**src/rtl/sahc_pkg.sv**
```systemverilog
`timescale 1ns / 1ps
`default_nettype none
// ---------------------------------------------------------------------------
// sahc_pkg
// Shared sizes, codes and types of the set-associative hit classifier.
// ---------------------------------------------------------------------------
package sahc_pkg;

   // cache geometry
   localparam int SETS     = 1024;
   localparam int SET_W    = $clog2(SETS);
   localparam int MAX_WAYS = 8;
   localparam int WAY_W    = (MAX_WAYS > 1) ? $clog2(MAX_WAYS) : 1;
   localparam int FILL_W   = $clog2(MAX_WAYS + 1);
   localparam int TAG_W    = 30;

   // register and result field widths
   localparam int WAYS_CFG_W  = 4;
   localparam int BLOCK_CFG_W = 9;
   localparam int CSR_IDX_W   = 2;
   localparam int CSR_DATA_W  = 9;
   localparam int OUTCOME_W   = 2;
   localparam int CNT_W       = 32;

   // register indexes
   localparam logic [CSR_IDX_W-1:0] CSR_WAYS_IN_USE = 2'd0;
   localparam logic [CSR_IDX_W-1:0] CSR_BLOCK_BYTES = 2'd1;

   // register reset values
   localparam logic [WAYS_CFG_W-1:0]  WAYS_RESET  = 4'd8;
   localparam logic [BLOCK_CFG_W-1:0] BLOCK_RESET = 9'd16;

   // outcome codes
   localparam logic [OUTCOME_W-1:0] OUT_HIT      = 2'd0;
   localparam logic [OUTCOME_W-1:0] OUT_FILL     = 2'd1;
   localparam logic [OUTCOME_W-1:0] OUT_CONFLICT = 2'd2;

   // one set of tags read as a single wide word
   typedef logic [MAX_WAYS-1:0][TAG_W-1:0] row_type;

   // result of the parallel tag compare
   typedef struct packed {
      logic             hit;
      logic [WAY_W-1:0] way;
   } match_type;

endpackage
`default_nettype wire

```
**src/rtl/sahc_way_match.sv**
```systemverilog
`timescale 1ns / 1ps
`default_nettype none
// ---------------------------------------------------------------------------
// sahc_way_match
// Compares the access tag against every filled way of one set row and
// picks the lowest matching way.
// ---------------------------------------------------------------------------
module sahc_way_match (
   input  var sahc_pkg::row_type                  row,
   input  var logic [sahc_pkg::TAG_W-1:0]         tag,
   input  var logic [sahc_pkg::FILL_W-1:0]        filled,
   output var sahc_pkg::match_type                match
);
   import sahc_pkg::*;

   logic [MAX_WAYS-1:0] eq;

   // per-way compare, only ways below the fill count take part
   always_comb begin
      for (int w = 0; w < MAX_WAYS; w++) begin
         eq[w] = (row[w] == tag) && (FILL_W'(w) < filled);
      end
   end

   // lowest matching way wins
   always_comb begin
      match.hit = |eq;
      match.way = '0;
      for (int w = MAX_WAYS - 1; w >= 0; w--) begin
         if (eq[w]) begin
            match.way = WAY_W'(w);
         end
      end
   end

endmodule
`default_nettype wire

```
**config.mk**
```make
export PLATFORM = sky130hd
export DESIGN_NAME = sahc_way_match
export DESIGN_NICKNAME = d
export VERILOG_FILES = /design/src/rtl/sahc_pkg.sv /design/src/rtl/sahc_way_match.sv
export SDC_FILE = /design/constraint.sdc
export NUM_CORES = 1
export LEC_CHECK = 0
export CAP_MARGIN = 20
export CORE_AREA = 4 4 105 107
export DETAILED_ROUTE_END_ITERATION = 16
export DIE_AREA = 0 0 109 111
export DONT_BUFFER_PORTS = 1
export PLACE_DENSITY = 0.45
export SYNTH_ARGS = -nofsm -noshare
export SYNTH_HDL_FRONTEND = slang
export SYNTH_SLANG_ARGS = --single-unit
```
**constraint.sdc**
```tcl
create_clock -name vclk -period 2.6
set_input_delay 0.52 -clock vclk [all_inputs]
set_output_delay 0.52 -clock vclk [all_outputs]
set_load 0.01 [all_outputs]
```
Word level (Yosys, flattened, before mapping)
Cells that the tools add are included.
- flip-flop bits (word level): 0
- input port bits: 274
- output and inout bits: 4
- word-level logic and storage cells: 33
- order comparisons: 8
- equality and inequality tests: 8
- multiplexer cells: 8
- reductions and logical operators: 9
- operators with widths (kind ; count):
    equality test 30 bit ; 8
    two-way mux 3 bit ; 8
    less-than comparator 3 x 4 -> 1 bit, first input constant ; 4
    logical AND 1 bit ; 8
    less-than comparator 1 x 4 -> 1 bit, first input constant ; 2
    less-than comparator 2 x 4 -> 1 bit, first input constant ; 2
    OR reduction 8 bit ; 1

Depth between registers and ports, before layout
- depth after elaboration: 10
- mapped depth: 8
- mapped depth without buffers: 7

Worst setup path before layout
No wires, ideal clock.
- path kind: input-to-output
- from: input tag[13] in the netlist's numbering
- to: output match[0] in the netlist's numbering
- data arrival time: 2.142 ns
- data required time: 2.080 ns
- slack: -0.062 ns
- stages: 8
- path buffers: 1
- cell sequence: buf_2 > xor2_1 > nor4_1 > nand4_1 > or4_4 > a21boi_1 > o21ai_1 > a21oi_1
- RTL lines (item ; RTL line ; text):
    start: declaration ; sahc_way_match.sv:10 ; input var logic [sahc_pkg::TAG_W-1:0] tag,
    end: declaration ; sahc_way_match.sv:12 ; output var sahc_pkg::match_type match

==> run summary <==
Status = finished with violations
Violated checks = negative setup slack
Initial antenna violation count = 0
Fin. Hold Viols = 0
Pre-CTS WS = -0.310 ns
Setup crit end kind = output port
Most common cell in the netlist = xnor2_1
Crit path largest cell delay = 0.46 ns
Crit. Startpoint = row[174]
Routed vias/inst = 5.51
Mean post-synth cell area = 7.90 um2
Initial Util = 0.292
DP Wirelength = 12500 um
Final-report max-slew violation count = 0
Row count = 37
Hold_sp = filled[2]
Antenna diode count = 0
Critical path data arrival time = 2.20 ns
Final period util = 1.05
Ys Warns = 0
Final instance area = 3290 um2
Syn Nets = 649
Min Tclk post-route = 2.72 ns
Die width = 109 um
Final non-filler cell total = 496
Max-cap viol count = 0
Cell Area, Placed = 3100 um2
Crit Path Class = in -> out
Final Setup Violations = 3
Die area = 12100 um2
CP Buf/Inv Count = 1
Crit-path cells = xor2_4 -> nor4_4 -> buf_4 -> nand4_1 -> or4_4 -> a21boi_1 -> o21ai_1 -> a21oi_2
Final setup margin = -0.118 ns
Unrepaired setup endpoints after global routing = true
Critical path launch point type = input port
Worst Hold Class = in -> out
Total grt overflow = 0
First drt pass iteration count = 6
I/O Buffers = 0
First-pass GRT wire length = 19900 um
Worst Path Max Fanout = 3
Cells after Synth = 375
Filler cell count = 1109
Post-Route WL = 14900 um
Routed via count = 2732
Area leader, netlist = xnor2_1
List of most frequent post-synthesis cells = xnor2_1, xor2_1, nand4_1, nor4_1, buf_2
Total power = 414 uW
Routability cong. = 0.776
WL per Instance = 30.0 um
Vias in the first global route = 3051
WP data required = 2.08 ns
P per Cell Area = 126 nW/um2
Chip height = 111 um
Seq cells = 0
Cell area after synthesis = 2960 um2
CP top delay family = simple AND/OR/NAND/NOR gates
Top cells by area, synth = xnor2_1, xor2_1, nand4_1
Final ANT Viol Nets = 0
Slew @ Worst Pin = 0.520 ns
Post-synthesis cell type count = 29
FF/Latch Area = 0 um2
Slowest-stage cell, CP = or4_4
I/O Pins = 278
NumNets Final = 636
Area grow syn2layout = 11.0%
Placed insts = 495
Pleak = 0.927 nW
Largest net degree at the start of global routing = 9
DRC Markers = 0
Max VDD drop = 0.0000380 V
Sequential element share of the synthesized area = 0
All-Layer GR Usage = 0.229
Core Region = 10100 um2
Area share of the largest cell type after synthesis = 0.420
Fmax = 368 MHz
CLK BUF = 0
Share of layout cells above drive strength 1 = 0.128
Detailed Route Iter0 Violations = 143
Max-slew headroom = 0.650
## area by class of cell
cell class | count | area [um2] | area share
multi-input combinational | 345 | 3000 | 0.913
tap | 136 | 170 | 0.0518
timing repair buffer | 15 | 116 | 0.0354
## per-layer routing
layer	up-vias	global-route usage	routed length, um
met4	0	0.0143	139
met2	169	0.450	7900
met3	15	0.0646	1500
li1	1241	-	-
met5	-	0	0
met1	1307	0.247	5330
## through the flow
step	TNS, ns	hold slack, ns	utilization
4_1_cts	-0.180	1.45	0.318
6_report	-0.168	1.43	0.324
3_3_place_gp	-1.04	1.47	0.305
3_5_place_dp	-1.05	1.48	0.305
5_1_grt	-0.554	1.46	0.324
2_1_floorplan	-0.0275	1.33	-
## logic make-up (layout without fill, tap and decap cells)
kind of cell / after synthesis / in the layout / share of synthesized area
AND/OR/NAND/NOR: 93 / 93 / 0.196
AO/OA/AOI/OAI: 12 / 12 / 0.0410
XOR/XNOR: 240 / 240 / 0.710
buffers and inverters: 30 / 15 / 0.0528
## report_power, final
group | switching [mW] | total [mW] | leakage [nW] | internal [mW]
clock | 0 | 0 | 0 | 0
sequential | 0 | 0 | 0 | 0
combinational | 0.161 | 0.414 | 0.927 | 0.253
## path summary, 6_finish.rpt
check | cells after the start | end
min | 5 | match[2]
max | 8 | match[0]
## worst min-delay path, cell delays in order
cell and delay, ns:
a2111oi_4 0.06, nand3_2 0.09, nand2_4 0.06, nor2_4 0.12
nor3_4 0.06
## what timing repair did
item,4_1_cts,5_1_grt
gates resized for setup,21,8
pin swaps,4,2
setup buffers,0,1
setup endpoints to repair,4,4
hold buffers,0,0
## cell usage in the layout, fill, tap and decap left out, types with 3 or more instances in the layout
master and n:
nor2_1 3, nor4_4 3, or4_4 3, nand3_1 3
xnor2_1 142, nor4_2 9, nor4_1 18, nand4_1 39
xor2_1 95, buf_4 14, nand2_1 3
Power figures use the tool's default switching activity.
